$ cat src/design/vfsg_ram.sv
// Simple dual-port synchronous RAM with a registered read port.
// The read data holds its value in cycles without a read.
module vfsg_ram #(
  parameter int unsigned DEPTH = 256,
  parameter int unsigned WIDTH = 8,
  localparam int unsigned AW   = $clog2(DEPTH)
) (
  input  logic             clk_i,
  input  logic             we_i,
  input  logic [AW-1:0]    waddr_i,
  input  logic [WIDTH-1:0] wdata_i,
  input  logic             re_i,
  input  logic [AW-1:0]    raddr_i,
  output logic [WIDTH-1:0] rdata_o
);

  logic [WIDTH-1:0] mem_q [DEPTH];
  logic [WIDTH-1:0] rdata_q;

  // Write port.
  always_ff @(posedge clk_i) begin
    if (we_i) begin
      mem_q[waddr_i] <= wdata_i;
    end
  end

  // Read port.
  always_ff @(posedge clk_i) begin
    if (re_i) begin
      rdata_q <= mem_q[raddr_i];
    end
  end

  assign rdata_o = rdata_q;

endmodule

$ cat config.mk
export PLATFORM = sky130hd
export DESIGN_NAME = vfsg_ram
export DESIGN_NICKNAME = d
export VERILOG_FILES = /design/src/design/vfsg_ram.sv
export SDC_FILE = /design/constraint.sdc
export NUM_CORES = 2
export LEC_CHECK = 0
export ABC_AREA = 1
export BUFFER_PORTS_ARGS = -buffer_cell sky130_fd_sc_hd__clkbuf_2
export CORE_MARGIN = 2
export CORE_UTILIZATION = 60
export DETAILED_ROUTE_END_ITERATION = 16
export MAX_ROUTING_LAYER = met4
export PLACE_DENSITY = 0.79
export REMOVE_ABC_BUFFERS = 1
export SYNTH_ARGS = -nofsm -noshare
export SYNTH_HDL_FRONTEND = slang
export SYNTH_SLANG_ARGS = --single-unit
$ cat constraint.sdc
create_clock -name clk_i -period 2.8 [get_ports clk_i]
set_clock_uncertainty 0.15 [all_clocks]
set_input_delay 0.56 -clock clk_i [delete_from_list [all_inputs] [get_ports clk_i]]
set_output_delay 0.56 -clock clk_i [all_outputs]
set_load 0.005 [all_outputs]
# Word level (Yosys, flattened, before mapping)
# Memory sizes are Yosys's and may differ from the RTL's. A register that Yosys moved wholly into a read port is not among the register bits.
# Cells that the tools add are included.
[op_classes] n_mux=2
[ops] operator="$mux W1" count=2
[totals] inputBits=27 wordCells=3 n_memories=1 register_bits=0 mem_bits_rw=2048
[mem_list] name="mem_q" words=256 word_bits=8 rd=1 rd_clocked_by_memory_dff=1 wr=1 line_no="17" text="logic [WIDTH-1:0] mem_q [DEPTH];"

# Depth between registers and ports, before layout
[depth] word_depth=2 depth_mapped=15 ltp_nobuf=11

# Worst setup path after synthesis
# Ideal clock, no wire load.
[synth_path] path_kind="input port to flip-flop" from="in we_i" to="mem mem_q[162][0] (enable)" setup_ns=0.370 path_slack_ns=0.599 path_stages=4 arrival_time_ns=1.681 required_ns=2.280 cell_sequence="clkbuf_1 nand3_1 clkbuf_1 nor2_1"
[synth_between] elab_chain_cells=2
[synth_rtl] item="start: declaration" line_no="9" text="input logic we_i,"
[synth_rtl] item="$mux W1" line_no="22" text="if (we_i) begin"
[synth_rtl] item="$mux W1 (not written as such)" line_no="23" text="mem_q[waddr_i] <= wdata_i;"
[synth_rtl] item="end: declaration" line_no="17"
# Every way passes these cells.

# Worst setup path after layout
[layout_path] from="reg rdata_q[4] (netlist: rdata_o[4]) (read register of mem_q)" to="out rdata_o[4]"
[layout_lines] item="start: declaration" line_no="18" text="logic [WIDTH-1:0] rdata_q;"
[layout_lines] item="end: declaration" line_no="14" text="output logic [WIDTH-1:0] rdata_o"
# No word-level cell between the ends.

==> impl_metrics.toml <==
[worst_setup_path]
crit_required_ns = 2.09
cp-startpoint = "rdata_o[4]"
crit_chain = "clkbuf_2"
critPathSlowestCell = "edfxtp_1"
reg2reg_from = "mem_q[206][2]"
cp_top_family = "flip-flops"
crit_fanout = 2
critical_path_class = "flip-flop to output port"
worst-path-buf-inv = 1
crit_arrival_ns = 1.71
slowest_delay_ns = 0.66
cp-start-kind = "flip-flop"
cp-end-kind = "output port"

[pwr]
p_int_w = 0.0502
powerDensity_nw_per_um2 = 675
p_sw_share_pct = 22.2
switchingPower_w = 0.0143
leakage_nw = 34.2
ir_drop_mv = 0.740
seqPwrFrac_pct = 52.7
comb_power_share_pct = 6.5
pwr-share-clk_pct = 40.8

[die]
pin_count = 35
core.rowCount = 136
start_util_pct = 60.6
fp.dieW_um = 377
die-area_um2 = 142000
core_area_um2 = 138000
die_h_um = 377

[final_layout]
num-nets-final = 7345
syn2layout_area_growth_pct = 14.5
fill_cells = 8855
drive_above_1_share_pct = 11.7
design_area_um2 = 95600

[timing]
period_minus_slack_ns = 2.42
finalCritPeriodShare_pct = 86.5
drv_slew = 0
setup_slack_ns = 0.377
relSlewSlack_pct = 43.5
hold_violations = 0
worstMarginPinSlew_ns = 0.847
fmax_mhz = 413
grt_setup_unrepaired = "false"
tns_ns = 0
setup_viol = 0

[synthesis]
yosysMostFrequentCell = "nand2_1"
synth-seq-cells = 2056
syn_area_um2 = 83500
ys_top_cells_by_count = "nand2_1, edfxtp_1, nand3_1"
seq_area_frac_synth_pct = 74.0
yosys.area.top_type = "edfxtp_1"
synth_cell_type_count = 13
netlist.area_leader.share_pct = 74.0
synth_edf_count = 2056
ys_top_cells_by_area = "edfxtp_1, nand3_1, nand2_1"
async_flop_share_pct = 0
ys_warn_count = 0
synthFlopType = "edfxtp_1"
syn_avg_cell_area_um2 = 11.9
synthCells = 7003

[run]
drv_cap = 0

[placement]
dpl.hpwl_um = 136000
numPortBuffers = 34
routabilityCongestion = 0.914
placed_cell_area_um2 = 89200
place_ws_ns = -0.172

[route]
vias_per_cell = 6.28
dr.pass1.iters = 8
vias = 58300
drcViolationCount = 0
drtIter0Drc = 8894
wl_per_cell_um = 24.4
totalWireLength_um = 226000
ant_nets = 0

[clocking]
ctsRootBufferMaster = "clkbuf_16"
cts_sinks = 2056
cts_max_level = 4
postCtsSetupBuffers = 0
cts_buffer_depth = 3
cts_made_buffers = 195
clk_latency_ns = 0.85
clk_pin_slew_worst_paths_ns = 0.06
tritoncts = "yes"

[global_route]
grt_pass1_wl_um = 339000
overflow = 0
antenna_found_initial = 14
grt_pass1_vias = 56100
grt_max_degree = 93
gr-usage-all-layers_pct = 32.9

[min_path]
hold_start = "wdata_i[6]"
min_path_type = "input pin to flip-flop"

[status]
status = "completed"
[worst paths after layout]
path | cells past startpoint | slack (ns) | to
hold / removal | 1 | 0.02 | mem_q[182][6]
hold reg to reg | 10 | 0.89 | rdata_o[6]
setup / recovery | 1 | 0.38 | rdata_o[4]
setup reg to reg | 10 | 0.51 | rdata_o[2]
[metal layers]
metal	GRT usage, %	vias up	routed length [um]
li1	-	25500	-
met1	43.2	27900	80600
met2	50.1	4183	107000
met3	6.66	637	28700
met4	15.1	0	10300
met5	-	-	0
[flip-flops by register name, indices dropped and copies added (netlist names)]
signal	count
mem_q	2048
rdata_o	8
[power groups by stage]
stage / logic [W] / registers, W / clock network [W]
final: 0.00420 / 0.0340 / 0.0263
after global routing: 0.00446 / 0.0340 / 0.0275
after CTS: 0.00411 / 0.0340 / 0.0264
after detailed placement: 0.00405 / 0.0346 / 0
after global placement: 0.00396 / 0.0346 / 0
after floorplan: 0.00179 / 0.0346 / 0
[cell type report]
type                            count  area [um^2]  share of cell area (%)
Tap cell                         1794         2240                    2.35
Antenna cell                       18         45.0                  0.0471
Timing Repair Buffer              601         5970                    6.24
Clock inverter                    113         1200                    1.25
Multi-Input combinational cell   4425        19100                    20.0
Inverter                           39          180                   0.188
Sequential cell                  2056        61700                    64.6
Clock buffer                      239         5110                    5.34
[repair_timing]
action,4_1_cts,5_1_grt
gates resized for setup,0,0
hold endpoints to repair,95,0
hold buffers,6,0
[stage by stage]
step | utilization (%) | cells | total power (W) | hold WS (ns)
floorplan | - | 6520 | 0.0364 | 0.509
global placement | 64.7 | 8909 | 0.0386 | 0.723
detailed placement | 64.7 | 8909 | 0.0387 | 0.723
CTS | 69.3 | 9267 | 0.0645 | 0.000945
global route | 69.4 | 9279 | 0.0659 | 0.0158
finish | 69.4 | 9285 | 0.0645 | 0.0178
[kinds of logic after synthesis]
group,Yosys count,share of synthesized area (%)
flops,2056,74.0
buf+inv,522,3.12
simple gates,4425,22.9
[layout by cell type (no fill, tap or decap)]
master and count:
nand2_1 2123, edfxtp_1 2056, nand3_1 2019, buf_4 449, nor2_1 283, clkbuf_16 198
buf_12 113, clkbuf_1 41, clkinv_1 39, inv_1 34, clkinv_2 32, bufinv_16 23
clkbuf_2 21, diode_2 18, buf_8 11, clkinvlp_4 8, inv_6 6, dlygate4sd3_1 6
inv_16 3, clkinv_8 3, inv_8 2, inv_4 1, inv_2 1, buf_2 1
No activity file was read; power rests on OpenSTA's default activity.
