===== src/design/vfsg_pkg.sv =====
package vfsg_pkg;

  // Field widths of the request and segment words.
  localparam int unsigned OP_W    = 2;
  localparam int unsigned CODE_W  = 8;
  localparam int unsigned TADDR_W = 12;
  localparam int unsigned TDATA_W = 12;
  localparam int unsigned COORD_W = 16;
  localparam int unsigned BYTE_W  = 8;
  localparam int unsigned SCALE_W = 8;
  localparam int unsigned GRID_W  = 3;
  localparam int unsigned BASE_W  = 2;

  // Glyph index table geometry.
  localparam int unsigned INDEX_DEPTH = 256;

  // Parameter defaults for the top level.
  localparam int unsigned FONT_BYTES_DEF = 4096;
  localparam int unsigned MAX_POINTS_DEF = 64;

  // Request operations; the fourth code is ignored.
  typedef enum logic [OP_W-1:0] {
    OP_DRAW     = 2'd0,
    OP_INDEX_WR = 2'd1,
    OP_FONT_WR  = 2'd2
  } op_e;

  // Character codes that only move the pen.
  localparam logic [CODE_W-1:0] CODE_TAB = 8'd9;
  localparam logic [CODE_W-1:0] CODE_LF  = 8'd10;

  // Pen moves in font grid units.
  localparam int unsigned ADV_GLYPH = 8;
  localparam int unsigned ADV_TAB   = 16;
  localparam int unsigned DROP_LF   = 6;

  // Bit positions in a point byte.
  localparam int unsigned PT_GLYPH_END = 7;
  localparam int unsigned PT_SEG_END   = 6;

endpackage


===== src/design/vfsg_place.sv =====
// Places one font grid coordinate: origin + (grid + base) * scale, wrapped.
module vfsg_place import vfsg_pkg::*; (
  input  logic [COORD_W-1:0] origin_i,
  input  logic [GRID_W-1:0]  grid_i,
  input  logic [BASE_W-1:0]  base_i,
  input  logic [SCALE_W-1:0] scale_i,
  output logic [COORD_W-1:0] coord_o
);

  localparam int unsigned SUM_W  = GRID_W + 1;
  localparam int unsigned PROD_W = SUM_W + SCALE_W;

  logic [SUM_W-1:0]  units;
  logic [PROD_W-1:0] offset;

  // Grid units times scale, then added to the pen.
  assign units   = SUM_W'(grid_i) + SUM_W'(base_i);
  assign offset  = PROD_W'(units) * PROD_W'(scale_i);
  assign coord_o = origin_i + COORD_W'(offset);

endmodule


===== config.mk =====
export PLATFORM = sky130hd
export DESIGN_NAME = vfsg_place
export DESIGN_NICKNAME = d
export VERILOG_FILES = /design/src/design/vfsg_pkg.sv /design/src/design/vfsg_place.sv
export SDC_FILE = /design/constraint.sdc
export NUM_CORES = 1
export LEC_CHECK = 0
export BUFFER_PORTS_ARGS = -buffer_cell sky130_fd_sc_hd__buf_2
export CAP_MARGIN = 20
export CORE_AREA = 2 2 62 52
export DETAILED_ROUTE_END_ITERATION = 10
export DIE_AREA = 0 0 64 54
export PLACE_DENSITY = 0.93
export SLEW_MARGIN = 0
export SYNTH_ARGS = -nofsm -noshare
export SYNTH_HDL_FRONTEND = slang
export SYNTH_SLANG_ARGS = --single-unit

===== constraint.sdc =====
create_clock -name vclk -period 7.13
set_clock_uncertainty 0.15 [all_clocks]
set_input_delay 1.0695 -clock vclk [all_inputs]
set_output_delay 1.0695 -clock vclk [all_outputs]
set_load 0.02 [all_outputs]

# Word level (Yosys, flattened, before mapping)
# Cells that the tools add are included.
# totals
ff_bits,0
in_bits,29
output_inout_bits,16
word_cells,3
# op_classes
add_sub_neg,2
n_mul,1
# op_table
cell,n
$add A16 B12 Y16,1
$mul A4 B8 Y12,1
$add A3 B2 Y4,1

# Depth between registers and ports, before layout
# Gate-level depths: netlist of run 1.
# depth
ltp_word,3
ltp_mapped,16
depth_no_buf,16

# Least setup slack after synthesis of run 1
# Ideal clock, no wire load.
# synth_timing
path_type,input-to-output
start,input grid_i[0]
end,output coord_o[13]
arrival_ns,5.047
required_ns,5.911
path_slack_ns,0.864
cell_stages,15
n_path_buf,0
path_cell_list,ha_1 > fa_1 > xor2_1 > and2_1 > fa_1 > fa_1 > inv_1 > fa_1 > inv_1 > ha_1 > a21oi_2 > nor2b_1 > o41ai_2 > a21oi_1 > xor2_1
# synth_via
elab_chain_cells,3
# synth_rtl
element,line,rtl
"start, declared",vfsg_place.sv:4,"input logic [GRID_W-1:0] grid_i,"
$add A3 B2 Y4,vfsg_place.sv:17,assign units = SUM_W'(grid_i) + SUM_W'(base_i);
$mul A4 B8 Y12,vfsg_place.sv:18,assign offset = PROD_W'(units) * PROD_W'(scale_i);
$add A16 B12 Y16,vfsg_place.sv:19,assign coord_o = origin_i + COORD_W'(offset);
"end, declared",vfsg_place.sv:7,output logic [COORD_W-1:0] coord_o
# Every way passes these cells.

# Worst setup path in the final report of run 1
# Same ends and word-level chain as after synthesis.

==> summary.txt, run 1 <==
Final layout
  • Multi-input logic area: 0.00136 mm²
  • Clkbuf count: 0
  • Inserted Diodes: 0
  • Utilization after layout: 62.3%
  • Layout cells sized above 1: 21.2%
  • Area growth syn-to-layout: 17.9%
  • Filler instances: 269
  • Post-layout net count: 313
  • Register area: 0 µm²
  • Seq_cells: 0
  • Finished Layout Cells: 276

Power
  • Worst vdd ir: 0.185 mV
  • Leakage: 1.04 nW
  • Final total power: 493 µW
  • Cell Pwr Density: 272 mW/mm²

Global route
  • Most Crowded Layer GR: met2
  • Total GRT Usage: 19.0%
  • GRT met3 Usage: 1.26%
  • GRT overflow: 0
  • Vias in the first global route: 1331
  • Pin count of the biggest net entering global routing: 9
  • Met1 Use GR: 23.5%
  • Met2 usage: 37.7%
  • First-pass GRT wire length: 5310 µm
  • Antenna violations before repair: 0

Status
  • Status: finished, final reports clean

Routing
  • Post-route DRC: 0
  • Via Count: 1361
  • Post-DRT Antenna Nets: 0
  • DR vias/cell: 4.93
  • Routed length per instance: 10.7 µm
  • DR iter-0 viols: 20
  • Final WL: 2950 µm
  • DR pass1 iterations: 4

Worst setup path
  • CP max stage delay: 550 ps
  • Critical Path AT: 5430 ps
  • CP dominant cell by count: fa_1
  • Worst path cell trace: buf_2 > ha_1 > fa_1 > xor2_1 > and2_1 > fa_1 > fa_1 > inv_1 > fa_1 > inv_1 > ha_1 > a21oi_2 > nor2b_1 > o41ai_2 > a21oi_1 > xor2_1 > buf_2
  • CP Depth: 17
  • Buf+Inv Stages, Crit Path: 4
  • Max Fanout on Critical Path: 8
  • Top delay family on crit path: adder cells
  • Critical path class: in2out
  • Crit. End Element: primary output
  • Startpoint class of the critical path: primary input
  • Worst path slowest cell: fa_1
  • Required time of the critical path: 5910 ps

Synthesis
  • Yosys cell types: 24
  • Top cell type's share of synthesized area: 28.7%
  • Area leader, netlist: fa_1
  • Net count after synthesis: 266
  • Synth cell count leaders: inv_1 (46), and2_1 (28), ha_1 (24)
  • Cell with the most instances after synthesis: inv_1
  • Synthesized area per cell: 8.04 µm²
  • Syn Inst Count: 191
  • Register area share after synthesis: 0%
  • Area contributors post-synth: fa_1 (29%), ha_1 (20%), and2_1 (11%), inv_1 (11%), xnor2_1 (4.0%)
  • Yosys warning count: 0
  • Cell area after synthesis: 0.00154 mm²

Flow run
  • MaxCap Viol Count: 0

STA
  • Fin worst setup slack: 484 ps
  • Max-slew violations: 0
  • Tcrit/Tclk final: 93.2%
  • Headroom to the max-slew limit: 68.9%
  • RSZ-0062 raised after global routing: no
  • Setup TNS: 0 ps
  • Fmax: 0.150 GHz
  • Worst-Margin Slew: 461 ps
  • Final min period: 6650 ps
  • Count of final setup violators: 0
  • Final Hold Fails: 0

Die
  • Core ar.: 0.00291 mm²
  • Die width: 64 µm
  • Rows: 18
  • Die Footprint: 0.00346 mm²
  • # IOs: 45
  • Initial Utilization: 52.8%
  • Die height: 54 µm

Placed design
  • DPL Wire Length: 2740 µm
  • Pre-CTS WS: 500 ps
  • Gpl congestion: 0.820
  • IO Port Bufs: 45
  • Cells after DPL: 276

Clock network
  • PostCTS Resize Cnt: 0
  • Post-CTS setup buffer count: 0
  • Cts hold-fix bufs: 0

Min path
  • Worst Hold Class: in2out
  • Hold path depth: 3
power by group:
part	total [mW]	internal, mW	switching [mW]
sequential	0	0	0
combinational	0.493	0.193	0.300
clock	0	0	0
kinds of logic after synthesis:
family | count (synthesis) | share of synthesized area, %
buffers and inverters | 46 | 11.2
adder cells (fa/ha/maj) | 46 | 48.2
XOR/XNOR | 14 | 7.99
AND/OR/NAND/NOR | 63 | 21.7
AO/OA/AOI/OAI | 22 | 10.8
layout make-up:
type	instances	area share, %
Inverter	46	9.54
Tap cell	40	2.76
Timing Repair Buffer	45	12.4
Multi-Input combinational cell	145	75.3
worst paths after layout:
check               startpoint          end  slack (ps)
setup / recovery     grid_i[0]  coord_o[13]         480
hold / removal    origin_i[15]  coord_o[15]        2270
per-stage QoR:
step           cell area, µm²  hold WS (ps)
3_3_place_gp             1810          2270
2_1_floorplan            1540          2120
6_report                 1810          2270
5_1_grt                  1810          2280
3_5_place_dp             1810          2280
4_1_cts                  1810          2280
cell usage in the layout (no fill, tap or decap), drive strengths merged:
| cell | Yosys | routed |
|---|---|---|
| o21a | 1 | 1 |
| buf | 0 | 45 |
| nor3 | 2 | 2 |
| ha | 24 | 24 |
| xor2 | 7 | 7 |
| o21ai | 3 | 3 |
| a211oi | 2 | 2 |
| a22o | 1 | 1 |
| fa | 22 | 22 |
| nor2b | 5 | 5 |
| xnor2 | 7 | 7 |
| inv | 46 | 46 |
| nand3 | 3 | 3 |
| nand2 | 13 | 13 |
| and4 | 1 | 1 |
| and2 | 28 | 28 |
| o41ai | 2 | 2 |
| o21bai | 1 | 1 |
| a21oi | 9 | 9 |
| nor2 | 10 | 10 |
| nand2b | 1 | 1 |
| a21o | 3 | 3 |
tightest hold or removal path: cells and delay by family:
family | cells | cell delay, ps
xor+xnor | 1 | 50
buf+inv | 2 | 230
routing by layer:
metal | wire length, µm | vias up
met2 | 1550 | 33
met4 | 0 | 0
met3 | 111 | 0
met5 | 0 | -
li1 | - | 679
met1 | 1290 | 649
(Power assumes the default switching activity.)
==> run 2, diff against run 1 <==
--- a/config.mk
+++ b/config.mk
@@ -7,10 +7,10 @@
 export LEC_CHECK = 0
 export BUFFER_PORTS_ARGS = -buffer_cell sky130_fd_sc_hd__buf_2
 export CAP_MARGIN = 20
-export CORE_AREA = 2 2 62 52
+export CORE_AREA = 2 2 65 55
 export DETAILED_ROUTE_END_ITERATION = 10
-export DIE_AREA = 0 0 64 54
-export PLACE_DENSITY = 0.93
+export DIE_AREA = 0 0 67 57
+export PLACE_DENSITY = 0.89
 export SLEW_MARGIN = 0
 export SYNTH_ARGS = -nofsm -noshare
 export SYNTH_HDL_FRONTEND = slang
==> constraint.sdc (replaced) <==
create_clock -name vclk -period 5.4
set_clock_uncertainty 0.15 [all_clocks]
set_input_delay 0.81 -clock vclk [all_inputs]
set_output_delay 0.81 -clock vclk [all_outputs]
set_load 0.02 [all_outputs]
==> summary.txt, run 2 (synthesis gave the netlist of run 1 again) <==
Status
  • Status: finished, violations left
  • Failing checks: negative setup slack

STA
  • Count of final setup violators: 10
  • Fin worst setup slack: -251 ps
  • Setup TNS: -1260 ps
  • Fmax: 0.177 GHz
  • Max-slew violations: 0
  • Headroom to the max-slew limit: 76.6%
  • Tcrit/Tclk final: 105%
  • Worst-Margin Slew: 350 ps
  • Final min period: 5650 ps
  • Fin Hold WS: 1770 ps
  • RSZ-0062 raised after global routing: yes
  • Final Hold Fails: 0

Final layout
  • Area growth syn-to-layout: 47.3%
  • Inserted Diodes: 0
  • Layout cells sized above 1: 40.2%
  • Post-layout net count: 333
  • Most common cell after layout, fill and taps aside: inv_1
  • Seq_cells: 0
  • Post-route cell area: 0.00226 mm²
  • Filler instances: 269
  • Most frequent cells in the layout: inv_1 (44), buf_2 (36), and2_1 (24)
  • Finished Layout Cells: 298
  • Utilization after layout: 69.9%
  • Register area: 0 µm²
  • Clkbuf count: 0

Global route
  • Vias in the first global route: 1418
  • Pin count of the biggest net entering global routing: 9
  • Total GRT Usage: 18.9%
  • GRT overflow: 0
  • First-pass GRT wire length: 5840 µm
  • Antenna violations before repair: 0

Routing
  • Routed length per instance: 11.5 µm
  • Post-DRT Antenna Nets: 0
  • Post-route DRC: 0
  • DR pass1 iterations: 4
  • DR iter-0 viols: 21
  • DR vias/cell: 4.82
  • Final WL: 3430 µm
  • Via Count: 1436

Die
  • # IOs: 45
  • Initial Utilization: 47.5%
  • Die Footprint: 0.00382 mm²
  • Die width: 67 µm
  • Rows: 19
  • Die height: 57 µm
  • Core ar.: 0.00323 mm²

Power
  • Final total power: 955 µW
  • Worst vdd ir: 0.280 mV
  • Leakage: 1.20 nW
  • Cell Pwr Density: 423 mW/mm²

Worst setup path
  • Critical path class: in2out
  • Max Fanout on Critical Path: 7
  • Critical Path AT: 4690 ps
  • Required time of the critical path: 4440 ps
  • Startpoint class of the critical path: primary input
  • CP Launch Point: grid_i[0]
  • Crit. End Element: primary output

Placed design
  • Gpl congestion: 0.813
  • DPL Wire Length: 2940 µm
  • IO Port Bufs: 45
  • Cells after DPL: 295
  • DP Area: 0.00208 mm²
  • Pre-CTS WS: -419 ps

Min path
  • Hold path depth: 3
  • Hold Startpoint: origin_i[15]
  • Worst Hold Class: in2out

Flow run
  • MaxCap Viol Count: 0
run 2: worst max-delay path: stages:
cell and delay (ps):
buf_6 100, ha_4 150, fa_2 370, xor2_4 230, and2_4 180, fa_1 410
fa_1 490, inv_1 50, fa_1 490, inv_2 50, ha_4 230, a21oi_4 150
nor2b_4 60, o41ai_4 410, a211oi_2 160, xor2_2 190, buf_2 160
run 2: worst paths after layout:
path	end	slack (ps)
worst min-delay path	coord_o[15]	1770
worst max-delay path	coord_o[15]	-250
run 2: what timing repair did:
item	CTS	global route
setup buffers	3	0
setup endpoints to repair	10	10
pin swaps	11	4
hold buffers	0	0
gates resized for setup	24	13
run 2: area by class of cell:
cell class,instances,area [µm²],share of cell area (%)
multi-input combinational,145,1620,71.4
timing repair buffer,65,420,18.6
inverter,46,173,7.64
tap,42,52.6,2.32
run 2: metal layers:
metal / share of wire (%) / wire (µm) / up-vias / GRT usage, %
li1: - / - / 723 / -
met2: 55 / 1900 / 23 / 36.1
met3: 2.3 / 78 / 0 / 0.394
met1: 42 / 1450 / 690 / 25.0
met5: 0 / 0 / - / 0
met4: 0 / 0 / 0 / 1.17
run 2: power by group:
group / switching, mW / internal, mW / total, mW / leakage (nW)
clock network: 0 / 0 / 0 / 0
logic: 0.495 / 0.461 / 0.955 / 1.20
registers: 0 / 0 / 0 / 0
